$ cat config.mk
export PLATFORM = sky130hd
export DESIGN_NAME = macd_histogram_filter_flat
export DESIGN_NICKNAME = d
export VERILOG_FILES = /design/src/hdl/macdh_pkg.sv /design/src/hdl/macdh_if.sv /design/src/hdl/macdh_csr.sv /design/src/hdl/macdh_sequencer.sv /design/src/hdl/macdh_datapath.sv /design/src/hdl/macd_histogram_filter.sv /design/src/flat_wrapper.sv
export SDC_FILE = /design/constraint.sdc
export NUM_CORES = 2
export LEC_CHECK = 0
export BUFFER_PORTS_ARGS = -buffer_cell sky130_fd_sc_hd__buf_4
export CORE_ASPECT_RATIO = 1.1
export CORE_UTILIZATION = 59
export DETAILED_ROUTE_END_ITERATION = 6
export GPL_ROUTABILITY_DRIVEN = 0
export HOLD_SLACK_MARGIN = 0.15
export PLACE_DENSITY = 0.79
export SYNTH_ARGS = -nofsm -noshare
export SYNTH_HDL_FRONTEND = slang
export SYNTH_SLANG_ARGS = --single-unit
export TNS_END_PERCENT = 30
$ cat constraint.sdc
create_clock -name clock -period 8 [get_ports clock]
set_clock_uncertainty 0.2 [all_clocks]
set_input_delay 1.6 -clock clock [delete_from_list [all_inputs] [get_ports clock]]
set_output_delay 1.6 -clock clock [all_outputs]
set_load 0.02 [all_outputs]
$ cat src/hdl/macdh_pkg.sv
// Shared types, constants and the microcode table of the MACD histogram filter.
package macdh_pkg;

   localparam int AVG_EXTRA     = 16;
   localparam int CSR_ADDR_BITS = 4;
   localparam int CSR_DATA_BITS = 32;
   localparam int PERIOD_LONG   = 26;
   localparam int PERIOD_SHORT  = 12;
   localparam int PERIOD_SIGNAL = 9;
   localparam int PC_BITS       = 5;

   typedef enum logic [3:0] {
      OP_LOAD,
      OP_DIFF,
      OP_MUL_HI,
      OP_MUL_LO,
      OP_ACC,
      OP_UPDATE,
      OP_MACD,
      OP_HIST,
      OP_SEED
   } op_type;

   typedef enum logic [1:0] {
      SEL_LONG,
      SEL_SHORT,
      SEL_SIGNAL
   } sel_type;

   typedef enum logic [1:0] {
      HOLD_NONE,
      HOLD_NO_REQ,
      HOLD_OUT_BUSY
   } hold_type;

   typedef enum logic [1:0] {
      JMP_NONE,
      JMP_SEED,
      JMP_ALWAYS
   } jump_type;

   localparam logic [PC_BITS-1:0] STEP_LOAD = 5'd0;
   localparam logic [PC_BITS-1:0] STEP_HIST = 5'd17;
   localparam logic [PC_BITS-1:0] STEP_SEED = 5'd18;
   localparam logic [PC_BITS-1:0] STEP_LAST = STEP_SEED;

   typedef struct packed {
      op_type             op;
      sel_type            sel;
      hold_type           hold;
      jump_type           jump;
      logic [PC_BITS-1:0] target;
   } uword_type;

   typedef struct packed {
      op_type  op;
      sel_type sel;
      logic    load;
      logic    advance;
   } ctrl_type;

   typedef struct packed {
      logic out_busy;
   } status_type;

   function automatic uword_type uword(input op_type op, input sel_type sel,
                                       input hold_type hold, input jump_type jump,
                                       input logic [PC_BITS-1:0] target);
      uword_type w;
      w.op     = op;
      w.sel    = sel;
      w.hold   = hold;
      w.jump   = jump;
      w.target = target;
      return w;
   endfunction

   function automatic uword_type ucode_fetch(input logic [PC_BITS-1:0] pc);
      uword_type w;
      case (pc)
         5'd0:  w = uword(OP_LOAD,   SEL_LONG,   HOLD_NO_REQ,   JMP_NONE,   STEP_LOAD);
         5'd1:  w = uword(OP_DIFF,   SEL_LONG,   HOLD_NONE,     JMP_SEED,   STEP_SEED);
         5'd2:  w = uword(OP_MUL_HI, SEL_LONG,   HOLD_NONE,     JMP_NONE,   STEP_LOAD);
         5'd3:  w = uword(OP_MUL_LO, SEL_LONG,   HOLD_NONE,     JMP_NONE,   STEP_LOAD);
         5'd4:  w = uword(OP_ACC,    SEL_LONG,   HOLD_NONE,     JMP_NONE,   STEP_LOAD);
         5'd5:  w = uword(OP_UPDATE, SEL_LONG,   HOLD_NONE,     JMP_NONE,   STEP_LOAD);
         5'd6:  w = uword(OP_DIFF,   SEL_SHORT,  HOLD_NONE,     JMP_NONE,   STEP_LOAD);
         5'd7:  w = uword(OP_MUL_HI, SEL_SHORT,  HOLD_NONE,     JMP_NONE,   STEP_LOAD);
         5'd8:  w = uword(OP_MUL_LO, SEL_SHORT,  HOLD_NONE,     JMP_NONE,   STEP_LOAD);
         5'd9:  w = uword(OP_ACC,    SEL_SHORT,  HOLD_NONE,     JMP_NONE,   STEP_LOAD);
         5'd10: w = uword(OP_UPDATE, SEL_SHORT,  HOLD_NONE,     JMP_NONE,   STEP_LOAD);
         5'd11: w = uword(OP_MACD,   SEL_SIGNAL, HOLD_NONE,     JMP_NONE,   STEP_LOAD);
         5'd12: w = uword(OP_DIFF,   SEL_SIGNAL, HOLD_NONE,     JMP_NONE,   STEP_LOAD);
         5'd13: w = uword(OP_MUL_HI, SEL_SIGNAL, HOLD_NONE,     JMP_NONE,   STEP_LOAD);
         5'd14: w = uword(OP_MUL_LO, SEL_SIGNAL, HOLD_NONE,     JMP_NONE,   STEP_LOAD);
         5'd15: w = uword(OP_ACC,    SEL_SIGNAL, HOLD_NONE,     JMP_NONE,   STEP_LOAD);
         5'd16: w = uword(OP_UPDATE, SEL_SIGNAL, HOLD_NONE,     JMP_NONE,   STEP_LOAD);
         5'd17: w = uword(OP_HIST,   SEL_SIGNAL, HOLD_OUT_BUSY, JMP_ALWAYS, STEP_LOAD);
         5'd18: w = uword(OP_SEED,   SEL_LONG,   HOLD_NONE,     JMP_ALWAYS, STEP_HIST);
         default: w = uword(OP_MACD, SEL_LONG,   HOLD_NONE,     JMP_ALWAYS, STEP_LOAD);
      endcase
      return w;
   endfunction

endpackage

$ cat src/hdl/macdh_if.sv
// Request and response channel interfaces of the MACD histogram filter.
interface macdh_req_if #(parameter int PRICE_BITS = 32);
   logic                  valid;
   logic                  ready;
   logic [PRICE_BITS-1:0] price;
   logic                  first_sample;

   modport source (output valid, output price, output first_sample, input ready);
   modport sink (input valid, input price, input first_sample, output ready);
endinterface

interface macdh_rsp_if #(parameter int PRICE_BITS = 32);
   logic                         valid;
   logic                         ready;
   logic signed [PRICE_BITS+1:0] histogram;

   modport source (output valid, output histogram, input ready);
   modport sink (input valid, input histogram, output ready);
endinterface

$ cat src/hdl/macdh_csr.sv
// APB register bank holding the three smoothing factors.
module macdh_csr import macdh_pkg::*; #(
   parameter int ALPHA_FRAC_BITS = 16
) (
   input  logic                     clock,
   input  logic                     reset,
   input  logic                     psel,
   input  logic                     penable,
   input  logic                     pwrite,
   input  logic [CSR_ADDR_BITS-1:0] paddr,
   input  logic [CSR_DATA_BITS-1:0] pwdata,
   output logic [CSR_DATA_BITS-1:0] prdata,
   output logic                     pready,
   output logic [ALPHA_FRAC_BITS:0] alpha_long,
   output logic [ALPHA_FRAC_BITS:0] alpha_short,
   output logic [ALPHA_FRAC_BITS:0] alpha_signal
);

   localparam int AW = ALPHA_FRAC_BITS + 1;
   localparam logic [AW-1:0] LONG_RESET =
      AW'(((2 << ALPHA_FRAC_BITS) + (PERIOD_LONG + 1) / 2) / (PERIOD_LONG + 1));
   localparam logic [AW-1:0] SHORT_RESET =
      AW'(((2 << ALPHA_FRAC_BITS) + (PERIOD_SHORT + 1) / 2) / (PERIOD_SHORT + 1));
   localparam logic [AW-1:0] SIGNAL_RESET =
      AW'(((2 << ALPHA_FRAC_BITS) + (PERIOD_SIGNAL + 1) / 2) / (PERIOD_SIGNAL + 1));

   typedef enum logic [1:0] {
      REG_ALPHA_LONG,
      REG_ALPHA_SHORT,
      REG_ALPHA_SIGNAL
   } reg_index_type;

   logic [AW-1:0] long_ff, long_in;
   logic [AW-1:0] short_ff, short_in;
   logic [AW-1:0] signal_ff, signal_in;
   reg_index_type index;
   logic          wr_en;

   always_comb begin
      index     = reg_index_type'(paddr[CSR_ADDR_BITS-1:2]);
      wr_en     = psel & penable & pwrite;
      long_in   = long_ff;
      short_in  = short_ff;
      signal_in = signal_ff;
      if (wr_en) begin
         case (index)
            REG_ALPHA_LONG:   long_in   = pwdata[AW-1:0];
            REG_ALPHA_SHORT:  short_in  = pwdata[AW-1:0];
            REG_ALPHA_SIGNAL: signal_in = pwdata[AW-1:0];
            default: ;
         endcase
      end
      case (index)
         REG_ALPHA_LONG:   prdata = CSR_DATA_BITS'(long_ff);
         REG_ALPHA_SHORT:  prdata = CSR_DATA_BITS'(short_ff);
         REG_ALPHA_SIGNAL: prdata = CSR_DATA_BITS'(signal_ff);
         default:          prdata = '0;
      endcase
   end

   always_ff @(posedge clock) begin
      if (reset) begin
         long_ff   <= LONG_RESET;
         short_ff  <= SHORT_RESET;
         signal_ff <= SIGNAL_RESET;
      end else begin
         long_ff   <= long_in;
         short_ff  <= short_in;
         signal_ff <= signal_in;
      end
   end

   assign pready       = 1'b1;
   assign alpha_long   = long_ff;
   assign alpha_short  = short_ff;
   assign alpha_signal = signal_ff;

endmodule

$ cat src/hdl/macdh_sequencer.sv
// Microcode step counter with hold and jump conditions and request intake.
module macdh_sequencer import macdh_pkg::*; (
   input  logic       clock,
   input  logic       reset,
   input  logic       req_valid,
   input  logic       req_first_sample,
   output logic       req_ready,
   input  status_type status,
   output ctrl_type   ctrl
);

   logic [PC_BITS-1:0] pc_ff, pc_in;
   logic               seed_ff, seed_in;
   uword_type          word;
   logic               hold;
   logic               taken;
   logic               accept;

   always_comb begin
      word      = ucode_fetch(pc_ff);
      req_ready = (word.op == OP_LOAD);
      accept    = req_valid & req_ready;
      case (word.hold)
         HOLD_NO_REQ:   hold = ~req_valid;
         HOLD_OUT_BUSY: hold = status.out_busy;
         default:       hold = 1'b0;
      endcase
      case (word.jump)
         JMP_SEED:   taken = seed_ff;
         JMP_ALWAYS: taken = 1'b1;
         default:    taken = 1'b0;
      endcase
      if (hold) begin
         pc_in = pc_ff;
      end else if (taken) begin
         pc_in = word.target;
      end else begin
         pc_in = pc_ff + 1'b1;
      end
      seed_in      = accept ? req_first_sample : seed_ff;
      ctrl.op      = word.op;
      ctrl.sel     = word.sel;
      ctrl.load    = accept;
      ctrl.advance = ~hold;
   end

   always_ff @(posedge clock) begin
      if (reset) begin
         pc_ff   <= STEP_LOAD;
         seed_ff <= 1'b0;
      end else begin
         pc_ff   <= pc_in;
         seed_ff <= seed_in;
      end
   end

`ifndef ASSERT_OFF
   a_pc_range: assert property (@(posedge clock) disable iff (reset)
      pc_ff <= STEP_LAST)
      else $error("step counter left the program");

   a_accept_starts: assert property (@(posedge clock) disable iff (reset)
      accept |=> pc_ff == STEP_LOAD + 1'b1)
      else $error("accepted request did not start the program");

   a_hist_returns: assert property (@(posedge clock) disable iff (reset)
      pc_ff == STEP_HIST && !status.out_busy |=> pc_ff == STEP_LOAD)
      else $error("program did not return after result");
`endif

endmodule

$ cat src/hdl/macdh_datapath.sv
// Averages, shared multiplier, accumulator and response register.
module macdh_datapath import macdh_pkg::*; #(
   parameter int PRICE_BITS      = 32,
   parameter int ALPHA_FRAC_BITS = 16
) (
   input  logic                         clock,
   input  logic                         reset,
   input  ctrl_type                     ctrl,
   output status_type                   status,
   input  logic [ALPHA_FRAC_BITS:0]     alpha_long,
   input  logic [ALPHA_FRAC_BITS:0]     alpha_short,
   input  logic [ALPHA_FRAC_BITS:0]     alpha_signal,
   input  logic [PRICE_BITS-1:0]        req_price,
   output logic                         rsp_valid,
   input  logic                         rsp_ready,
   output logic signed [PRICE_BITS+1:0] rsp_histogram
);

   localparam int AW        = ALPHA_FRAC_BITS + 1;
   localparam int AVG_BITS  = PRICE_BITS + AVG_EXTRA;
   localparam int SIG_BITS  = AVG_BITS + 2;
   localparam int HIST_BITS = PRICE_BITS + 2;
   localparam int DIFF_BITS = SIG_BITS + 1;
   localparam int LO_BITS   = (DIFF_BITS + 1) / 2;
   localparam int PROD_BITS = AW + LO_BITS + 2;
   localparam int ACC_BITS  = AW + DIFF_BITS + 1;
   localparam int STEP_BITS = ACC_BITS - ALPHA_FRAC_BITS;
   localparam int SUM_BITS  = STEP_BITS + 1;
   localparam int HD_BITS   = SIG_BITS + 1;
   localparam int HS_BITS   = HD_BITS - AVG_EXTRA;

   localparam logic signed [SUM_BITS-1:0] AVG_MAX =
      {{(SUM_BITS - AVG_BITS){1'b0}}, {AVG_BITS{1'b1}}};
   localparam logic signed [SUM_BITS-1:0] SIG_MAX =
      {{(SUM_BITS - SIG_BITS + 1){1'b0}}, {(SIG_BITS - 1){1'b1}}};
   localparam logic signed [SUM_BITS-1:0] SIG_MIN = ~SIG_MAX;
   localparam logic signed [HIST_BITS-1:0] HIST_MAX = {1'b0, {(HIST_BITS - 1){1'b1}}};
   localparam logic signed [HIST_BITS-1:0] HIST_MIN = ~HIST_MAX;

   logic        [AVG_BITS-1:0]  long_ff, long_in;
   logic        [AVG_BITS-1:0]  short_ff, short_in;
   logic signed [SIG_BITS-1:0]  sig_ff, sig_in;
   logic        [AVG_BITS-1:0]  x_ff, x_in;
   logic signed [AVG_BITS:0]    macd_ff, macd_in;
   logic signed [DIFF_BITS-1:0] d_ff, d_in;
   logic signed [PROD_BITS-1:0] prod_ff, prod_in;
   logic signed [ACC_BITS-1:0]  acc_ff, acc_in;
   logic                        rsp_valid_ff, rsp_valid_in;
   logic signed [HIST_BITS-1:0] hist_ff, hist_in;

   logic [AW-1:0]               alpha;
   logic signed [DIFF_BITS-1:0] avg_cur;
   logic signed [DIFF_BITS-1:0] tgt;
   logic signed [AW:0]          mul_a;
   logic signed [LO_BITS:0]     mul_b;
   logic signed [PROD_BITS-1:0] mul_p;
   logic signed [STEP_BITS-1:0] step;
   logic signed [SUM_BITS-1:0]  sum;
   logic        [AVG_BITS-1:0]  sum_avg;
   logic signed [SIG_BITS-1:0]  sum_sig;
   logic signed [HD_BITS-1:0]   hd;
   logic signed [HS_BITS-1:0]   hs;
   logic                        out_busy;

   always_comb begin
      out_busy = rsp_valid_ff & ~rsp_ready;

      case (ctrl.sel)
         SEL_LONG: begin
            alpha   = alpha_long;
            avg_cur = signed'(DIFF_BITS'(long_ff));
            tgt     = signed'(DIFF_BITS'(x_ff));
         end
         SEL_SHORT: begin
            alpha   = alpha_short;
            avg_cur = signed'(DIFF_BITS'(short_ff));
            tgt     = signed'(DIFF_BITS'(x_ff));
         end
         SEL_SIGNAL: begin
            alpha   = alpha_signal;
            avg_cur = DIFF_BITS'(sig_ff);
            tgt     = DIFF_BITS'(macd_ff);
         end
         default: begin
            alpha   = alpha_long;
            avg_cur = signed'(DIFF_BITS'(long_ff));
            tgt     = signed'(DIFF_BITS'(x_ff));
         end
      endcase

      mul_a = signed'({1'b0, alpha});
      if (ctrl.op == OP_MUL_HI) begin
         mul_b = (LO_BITS + 1)'(signed'(d_ff[DIFF_BITS-1:LO_BITS]));
      end else begin
         mul_b = signed'({1'b0, d_ff[LO_BITS-1:0]});
      end
      mul_p = PROD_BITS'(mul_a * mul_b);

      step    = STEP_BITS'(acc_ff >>> ALPHA_FRAC_BITS);
      sum     = SUM_BITS'(avg_cur) + SUM_BITS'(step);
      if (sum < 0) begin
         sum_avg = '0;
      end else if (sum > AVG_MAX) begin
         sum_avg = AVG_MAX[AVG_BITS-1:0];
      end else begin
         sum_avg = sum[AVG_BITS-1:0];
      end
      if (sum < SIG_MIN) begin
         sum_sig = SIG_MIN[SIG_BITS-1:0];
      end else if (sum > SIG_MAX) begin
         sum_sig = SIG_MAX[SIG_BITS-1:0];
      end else begin
         sum_sig = sum[SIG_BITS-1:0];
      end

      hd = HD_BITS'(macd_ff) - HD_BITS'(sig_ff);
      hs = HS_BITS'(hd >>> AVG_EXTRA);

      long_in      = long_ff;
      short_in     = short_ff;
      sig_in       = sig_ff;
      x_in         = x_ff;
      macd_in      = macd_ff;
      d_in         = d_ff;
      prod_in      = prod_ff;
      acc_in       = acc_ff;
      hist_in      = hist_ff;
      rsp_valid_in = out_busy;

      if (ctrl.load) begin
         x_in = {req_price, {AVG_EXTRA{1'b0}}};
      end

      case (ctrl.op)
         OP_DIFF: begin
            d_in = tgt - avg_cur;
         end
         OP_MUL_HI: begin
            prod_in = mul_p;
         end
         OP_MUL_LO: begin
            acc_in  = ACC_BITS'(prod_ff) <<< LO_BITS;
            prod_in = mul_p;
         end
         OP_ACC: begin
            acc_in = acc_ff + ACC_BITS'(prod_ff);
         end
         OP_UPDATE: begin
            case (ctrl.sel)
               SEL_LONG:   long_in  = sum_avg;
               SEL_SHORT:  short_in = sum_avg;
               SEL_SIGNAL: sig_in   = sum_sig;
               default: ;
            endcase
         end
         OP_MACD: begin
            macd_in = signed'({1'b0, short_ff}) - signed'({1'b0, long_ff});
         end
         OP_HIST: begin
            if (ctrl.advance) begin
               rsp_valid_in = 1'b1;
               if (hs[HS_BITS-1] != hs[HS_BITS-2]) begin
                  hist_in = hs[HS_BITS-1] ? HIST_MIN : HIST_MAX;
               end else begin
                  hist_in = hs[HIST_BITS-1:0];
               end
            end
         end
         OP_SEED: begin
            long_in  = x_ff;
            short_in = x_ff;
            sig_in   = '0;
            macd_in  = '0;
         end
         default: ;
      endcase
   end

   always_ff @(posedge clock) begin
      if (reset) begin
         long_ff      <= '0;
         short_ff     <= '0;
         sig_ff       <= '0;
         rsp_valid_ff <= 1'b0;
      end else begin
         long_ff      <= long_in;
         short_ff     <= short_in;
         sig_ff       <= sig_in;
         rsp_valid_ff <= rsp_valid_in;
      end
   end

   always_ff @(posedge clock) begin
      x_ff    <= x_in;
      macd_ff <= macd_in;
      d_ff    <= d_in;
      prod_ff <= prod_in;
      acc_ff  <= acc_in;
      hist_ff <= hist_in;
   end

   assign status.out_busy = out_busy;
   assign rsp_valid       = rsp_valid_ff;
   assign rsp_histogram   = hist_ff;

endmodule

$ cat src/hdl/macd_histogram_filter.sv
// Top level of the streaming MACD histogram filter.
//
// Requests on req_ch carry one closing price (unsigned Q16.16) and a flag that
// marks the first sample of a series; each request yields one signed Q18.16
// histogram value (short EMA - long EMA - signal EMA) on rsp_ch. Both channels
// move a request when valid and ready are high at a rising clock edge.
// The APB port holds the long, short and signal smoothing factors (Q1.16) at
// byte addresses 0, 4 and 8; pready is always high.
// A microcoded sequencer drives one shared multiplier, two passes per average.
// A first sample seeds the averages and skips the multiplier; any other sample
// runs the six multiplier passes and their accumulate and update steps.
// The result sits in an output register, so the next request is taken while
// it waits; the program holds at its final step only when a new result meets
// a previous one that has not been taken.
// Reset (synchronous, active high) restores the default factors for periods
// 26, 12 and 9 and clears all three averages.
module macd_histogram_filter import macdh_pkg::*; #(
   parameter int PRICE_BITS      = 32,
   parameter int ALPHA_FRAC_BITS = 16
) (
   input  logic                     clock,
   input  logic                     reset,
   macdh_req_if.sink                req_ch,
   macdh_rsp_if.source              rsp_ch,
   input  logic                     psel,
   input  logic                     penable,
   input  logic                     pwrite,
   input  logic [CSR_ADDR_BITS-1:0] paddr,
   input  logic [CSR_DATA_BITS-1:0] pwdata,
   output logic [CSR_DATA_BITS-1:0] prdata,
   output logic                     pready
);

   logic [ALPHA_FRAC_BITS:0] alpha_long;
   logic [ALPHA_FRAC_BITS:0] alpha_short;
   logic [ALPHA_FRAC_BITS:0] alpha_signal;
   ctrl_type                 ctrl;
   status_type               status;

   macdh_csr #(
      .ALPHA_FRAC_BITS(ALPHA_FRAC_BITS)
   ) u_csr (
      .clock        (clock),
      .reset        (reset),
      .psel         (psel),
      .penable      (penable),
      .pwrite       (pwrite),
      .paddr        (paddr),
      .pwdata       (pwdata),
      .prdata       (prdata),
      .pready       (pready),
      .alpha_long   (alpha_long),
      .alpha_short  (alpha_short),
      .alpha_signal (alpha_signal)
   );

   macdh_sequencer u_sequencer (
      .clock            (clock),
      .reset            (reset),
      .req_valid        (req_ch.valid),
      .req_first_sample (req_ch.first_sample),
      .req_ready        (req_ch.ready),
      .status           (status),
      .ctrl             (ctrl)
   );

   macdh_datapath #(
      .PRICE_BITS      (PRICE_BITS),
      .ALPHA_FRAC_BITS (ALPHA_FRAC_BITS)
   ) u_datapath (
      .clock         (clock),
      .reset         (reset),
      .ctrl          (ctrl),
      .status        (status),
      .alpha_long    (alpha_long),
      .alpha_short   (alpha_short),
      .alpha_signal  (alpha_signal),
      .req_price     (req_ch.price),
      .rsp_valid     (rsp_ch.valid),
      .rsp_ready     (rsp_ch.ready),
      .rsp_histogram (rsp_ch.histogram)
   );

endmodule
$ cat src/flat_wrapper.sv
// flat-port wrapper written by rule: the top's interface ports become plain ports
module macd_histogram_filter_flat import macdh_pkg::*;
#(
   parameter int PRICE_BITS      = 32,
   parameter int ALPHA_FRAC_BITS = 16
)
  (clock, reset, psel, penable, pwrite, paddr, pwdata, prdata, pready, req_ch_valid, req_ch_price, req_ch_first_sample, req_ch_ready, rsp_ch_valid, rsp_ch_histogram, rsp_ch_ready);
  macdh_req_if #(.PRICE_BITS(PRICE_BITS)) req_ch_i ();
  macdh_rsp_if #(.PRICE_BITS(PRICE_BITS)) rsp_ch_i ();
  input  logic clock;
  input  logic reset;
  input  logic psel;
  input  logic penable;
  input  logic pwrite;
  input  logic [CSR_ADDR_BITS-1:0] paddr;
  input  logic [CSR_DATA_BITS-1:0] pwdata;
  output logic [CSR_DATA_BITS-1:0] prdata;
  output logic pready;
  input wire logic [$bits(req_ch_i.valid)-1:0] req_ch_valid;
  input wire logic [$bits(req_ch_i.price)-1:0] req_ch_price;
  input wire logic [$bits(req_ch_i.first_sample)-1:0] req_ch_first_sample;
  output wire logic [$bits(req_ch_i.ready)-1:0] req_ch_ready;
  output wire logic [$bits(rsp_ch_i.valid)-1:0] rsp_ch_valid;
  output wire logic [$bits(rsp_ch_i.histogram)-1:0] rsp_ch_histogram;
  input wire logic [$bits(rsp_ch_i.ready)-1:0] rsp_ch_ready;
  assign req_ch_i.valid = req_ch_valid;
  assign req_ch_i.price = req_ch_price;
  assign req_ch_i.first_sample = req_ch_first_sample;
  assign req_ch_ready = req_ch_i.ready;
  assign rsp_ch_valid = rsp_ch_i.valid;
  assign rsp_ch_histogram = rsp_ch_i.histogram;
  assign rsp_ch_i.ready = rsp_ch_ready;
  macd_histogram_filter #(.PRICE_BITS(PRICE_BITS), .ALPHA_FRAC_BITS(ALPHA_FRAC_BITS)) u_core (.clock(clock), .reset(reset), .req_ch(req_ch_i), .rsp_ch(rsp_ch_i), .psel(psel), .penable(penable), .pwrite(pwrite), .paddr(paddr), .pwdata(pwdata), .prdata(prdata), .pready(pready));
endmodule
**Word-level counts from Yosys, hierarchy flattened**

Memories as Yosys holds them, arrays and structs flattened. A register that Yosys moved wholly into a read port is not among the register bits.
Cells that the tools add are included.

- Logic and storage cells: 94
- RAM bits: 0
- Bits in latches: 0
- Memory bits (read-only): 416
- Register bits after elaboration: 484
- Output and inout bits: 69
- Memories kept: 1

Memory list:

| name | depth | bits a word | rd ports | clocked after memory_dff | wr ports | line | text |
|---|---|---|---|---|---|---|---|
| (no name shown) | 32 | 13 | 1 | 1 | 0 | macdh_pkg.sv:80 | `case (pc)` |

- Reductions and logical operators: 14
- $add $sub $neg: 6
- Equal/unequal tests: 20
- $mul: 1
- Shifts and indexed selects: 0
- Div/mod/pow operators: 0
- $lt $le $gt $ge: 4
- Bitwise gates (word level): 7
- Muxes and demuxes: 26

Operators by type and width:

| kind | number |
|---|---|
| 48-bit two-way mux | 4 |
| 48-bit one-hot mux with 2 select lines | 2 |
| 50-bit two-way mux | 3 |
| 69-bit one-hot mux with 2 select lines | 1 |
| 51-bit one-hot mux with 2 select lines | 1 |
| 50-bit one-hot mux with 2 select lines | 1 |
| 49-bit one-hot mux with 2 select lines | 1 |
| 69-bit by 45-bit adder with 69-bit output | 1 |
| 34-bit two-way mux | 2 |
| 51-bit by 53-bit adder with 54-bit output | 1 |
| 54-bit by 49-bit greater-than comparator with 1-bit output, second input constant | 1 |
| 54-bit by 50-bit greater-than comparator with 1-bit output, second input constant | 1 |
| 54-bit by 1-bit less-than comparator with 1-bit output, second input constant | 1 |
| 54-bit by 50-bit less-than comparator with 1-bit output, second input constant | 1 |
| 51-bit two-way mux | 1 |
| 17-bit one-hot mux with 3 select lines | 1 |
| 49-bit by 50-bit subtractor with 51-bit output | 1 |
| 51-bit subtractor | 1 |
| 48-bit by 48-bit subtractor with 49-bit output | 1 |
| 18-bit by 27-bit multiplier with 45-bit output | 1 |
| 17-bit one-hot mux with 2 select lines | 1 |
| 27-bit two-way mux | 1 |
| 4-bit by 3-bit equality test with 1-bit output, second input constant | 4 |
| 5-bit two-way mux | 3 |
| 18 further kinds | 42 |

**Logic depth before layout (Yosys ltp)**

- Word-level depth: 8
- Depth in mapped cells: 33

**By module**

Synthesis repeated with hierarchy kept, for this count alone.

- Cells, all modules: 5873
- Area, all modules: 51051.5 sq um

Modules (own cells, without submodules):

| module | cells an instance | area an instance (sq um) | instances | sequential area each (sq um) |
|---|---|---|---|---|
| macdh_datapath | 5471 | 47382.9 | 1 | 11350.9 |
| macdh_csr | 275 | 2543.7 | 1 | 1021.0 |
| macdh_sequencer | 127 | 1124.8 | 1 | 340.3 |

**Least setup slack after synthesis**

No wires, ideal clock.

- Path kind: register to register
- Start: reg, netlist name u_core.u_sequencer.word[0]
- End: reg u_core.u_datapath.prod_ff[41] (data pin)
- Path slack: -0.087 ns
- Path buffers: 4
- Cell stages (with the launch flop): 30
- Arrival time: 7.614 ns
- Setup time: 0.274 ns
- Data required time: 7.526 ns
- Cells stage by stage: dfxtp_1 clkbuf_1 nand2b_1 or3_1 clkbuf_1 buf_1 mux2i_1 clkbuf_1 nor2_1 fa_1 inv_1 fa_1 fa_1 inv_1 fa_1 fa_1 inv_1 fa_1 inv_1 ha_1 and3_1 nand2_1 a211oi_1 o21ai_0 a211oi_1 o2111ai_1 nand2_1 a21oi_1 o41ai_1 xor2_1

RTL lines:

| item | line | text |
|---|---|---|
| to (signal assigned) | macdh_datapath.sv:197 | `prod_ff <= prod_in;` |
| to (decl) | macdh_datapath.sv:46 | `logic signed [PROD_BITS-1:0] prod_ff, prod_in;` |

==> flow_summary_export.csv <==
group,metric,value,unit
setup_path,critPathTopFamily,"adder cells",
die,dieHeight,311.4,µm
outcome,outcome,"finished, final reports clean",
setup_path,slowest_stage,"fa_1",
clock_tree,path_clk_slew,60,ps
die,core_area,0.08625,mm²
setup_path,worstSetupPathType,"reg -> reg",
global_routing,busiest_layer,"met2",
routing,vias,45050,
clock_tree,clock_latency,650,ps
timing,slew_violations,0,
placed_design,dp_hpwl,120900,µm
clock_tree,clock-root-buffer,"clkbuf_16",
setup_path,cp_common_cell,"fa_1",
clock_tree,cts.htree.levels,2,
timing,worstMarginPinSlew,1332,ps
clock_tree,clkSinkCount,495,
cells_and_area,nNetsFinal,7027,
global_routing,grt_usage,34.11,%
setup_path,cp-start-kind,"flop",
setup_path,arrival,7960,ps
routing,drc_errors,0,
timing,fin_crit,7797,ps
setup_path,slowest_delay,560,ps
routing,initialDrtViolationCount,4933,
routing,detail-route-antenna-nets,0,
global_routing,grt_use_met3,6.676,%
job,max_cap_viol_count,0,
clock_tree,cts_buffers,51,
global_routing,grt_max_degree,114,
timing,finalCritPeriodShare,97.46,%
yosys,synth_seq_cells,495,
yosys,syn_area,0.05133,mm²
setup_path,end_kind,"flop",
setup_path,worstPathRequired,8160,ps
yosys,synth-seq-area-share,24.76,%
timing,setup-violations-final,0,
routing,wl_per_cell,21.03,µm
yosys,async_reset_ff_share,0,%
routing,vias_per_cell,6.168,
global_routing,grt_pass1_wl,237500,µm
timing,relSlewSlack,10.09,%
timing,hold_viol,0,
yosys,synthCells,5991,
routing,drt-total-wl,153600,µm
global_routing,grt-ovfl-total,0,
die,start_util,59.52,%
yosys,yosysWarningCount,0,
timing,max_clock_freq,128.3,MHz
cells_and_area,mostFrequentLayoutCells,"inv_1 (799), nand2_1 (728), nor2_1 (555)",
global_routing,grt_use_met2,54.62,%
cells_and_area,multi_input_area,0.03476,mm²
routing,firstDrtPassIters,6,
cells_and_area,area_growth,9.918,%
setup_path,cp_num_buf_inv,8,
placed_design,numPortBuffers,111,
die,die_area,0.08819,mm²
cells_and_area,layout_commonest_cell,"inv_1",
cells_and_area,fillCellCount,6936,
clock_tree,cts_tree,"done",
yosys,ys_types,101,
die,rows,113,
cells_and_area,drive_gt1_share,9.766,%
die,io_pins,145,
die,die_w,283.2,µm
timing,tns,0,ps
yosys,synth_edf_count,280,
hold_path,hold_class,"reg -> reg",
global_routing,antenna_found_initial,0,
global_routing,use_met1,43.60,%
yosys,avgSynthCellArea,8.569,µm²
setup_path,cp_max_fo,13,
clock_tree,cts_max_path_buffers,3,
cells_and_area,n_antenna_cell,0,
cells_and_area,regArea,0.01271,mm²
yosys,synthFlopType,"edfxtp_1",
global_routing,grt_pass1_vias,43410,
-- cells by family after synthesis --
logic type	Yosys count	synth area share, %
mux	79	1.618
compound gates	1491	19.03
flops	495	24.76
simple gates	1746	14.93
other cells	2	0.01463
buf+inv	1083	8.246
fa+ha+maj	838	27.01
xor+xnor	257	4.399
-- per-stage QoR --
stage	instances	setup WS (ps)	utilization, %	cell area, µm²	hold WS [ps]
5_1_grt	7304	-72.74	65.42	56430	294.8
2_1_floorplan	6005	43.28	-	51390	242.3
3_3_place_gp	7193	-22.32	62.92	54260	255.3
6_report	7304	203.3	65.42	56430	274.9
3_5_place_dp	7193	-64.61	62.92	54260	262.4
4_1_cts	7288	1.092	65.06	56110	270.5
-- path summary, 6_finish.rpt --
kind / from / end / slack [ps] / cells past startpoint
min: u_core.u_csr.alpha_short[12] / u_core.u_csr.alpha_short[12] / 270 / 2
min reg2reg: u_core.u_csr.alpha_short[12] / u_core.u_csr.alpha_short[12] / 270 / 2
max reg2reg: u_core.u_sequencer.word[0] / u_core.u_datapath.prod_ff[44] / 200 / 30
max: u_core.u_sequencer.word[0] / u_core.u_datapath.prod_ff[44] / 200 / 30
-- timing repair --
item	in CTS	in global routing
buffers inserted	1	15
cloned	0	1
pin swaps	1	11
hold buffers	0	0
hold endpoints to repair	0	0
resized for setup	5	37
setup endpoints to repair	5	13
-- sequential cells by signal (all words and copies together), names as in the netlist, 11 cells and up --
name                             flops
u_core.u_csr.alpha_signal           17
u_core.u_csr.alpha_long             17
u_core.u_datapath.rsp_histogram     34
u_core.u_datapath.short_ff          48
u_core.u_datapath.long_ff           48
u_core.u_csr.alpha_short            17
u_core.u_datapath.sig_ff            50
u_core.u_datapath.x_ff              32
u_core.u_datapath.acc_ff            69
u_core.u_datapath.d_ff              51
u_core.u_sequencer.word             11
u_core.u_datapath.prod_ff           45
u_core.u_datapath.macd_ff           49
-- area by class of cell --
cell class              instances  share of cell area, %
clock buffers                  62                  2.554
multi-input cells            4427                  61.61
flip-flops and latches        495                  22.53
inverters                     802                  5.342
repair buffers                336                  4.801
clock inverters                32                 0.6098
well taps                    1150                  2.550
-- Yosys cell counts, drive strengths merged (31+ instances only) --
library cell / number / area share, %
xnor2: 158 / 2.7
nor3: 81 / 0.82
mux2: 32 / 0.70
a22oi: 67 / 0.98
nand2: 731 / 5.3
o22ai: 44 / 0.54
buf: 60 / 0.76
o31ai: 44 / 0.67
nand4: 54 / 0.66
a21oi: 472 / 4.6
o21ai: 286 / 2.8
nand3: 50 / 0.51
and3: 40 / 0.50
nor2: 560 / 4.1
o21bai: 55 / 0.80
nor2b: 40 / 0.49
nand2b: 45 / 0.55
a211oi: 77 / 1.2
ha: 388 / 9.5
and2: 42 / 0.51
dfxtp: 215 / 8.4
fa: 450 / 18
o21a: 54 / 0.79
a21o: 178 / 2.6
mux2i: 47 / 0.92
a221oi: 50 / 1.2
nand3b: 31 / 0.45
inv: 801 / 5.9
edfxtp: 280 / 16
xor2: 99 / 1.7
clkbuf: 221 / 1.6
-- worst register-to-register path, delay by kind of cell (launching register included) --
family,cells,cell delay [ps]
AOI/OAI and AO/OA,9,1590
muxes,1,230
adders and majority gates,7,3420
xor gates and xnor gates,1,130
DFF,1,300
buffers and inverters,8,980
and+or+nand+nor,4,690
-- layer usage --
layer  wire length, µm  vias to the layer above
met3             16340                      519
met1             57740                    21630
met2             69680                     2389
met5                 0                        -
li1                  -                    20510
met4              9822                        0
Power is not shown: default switching activity piles up to over one toggle a cycle in this logic, so the estimate is an artifact.
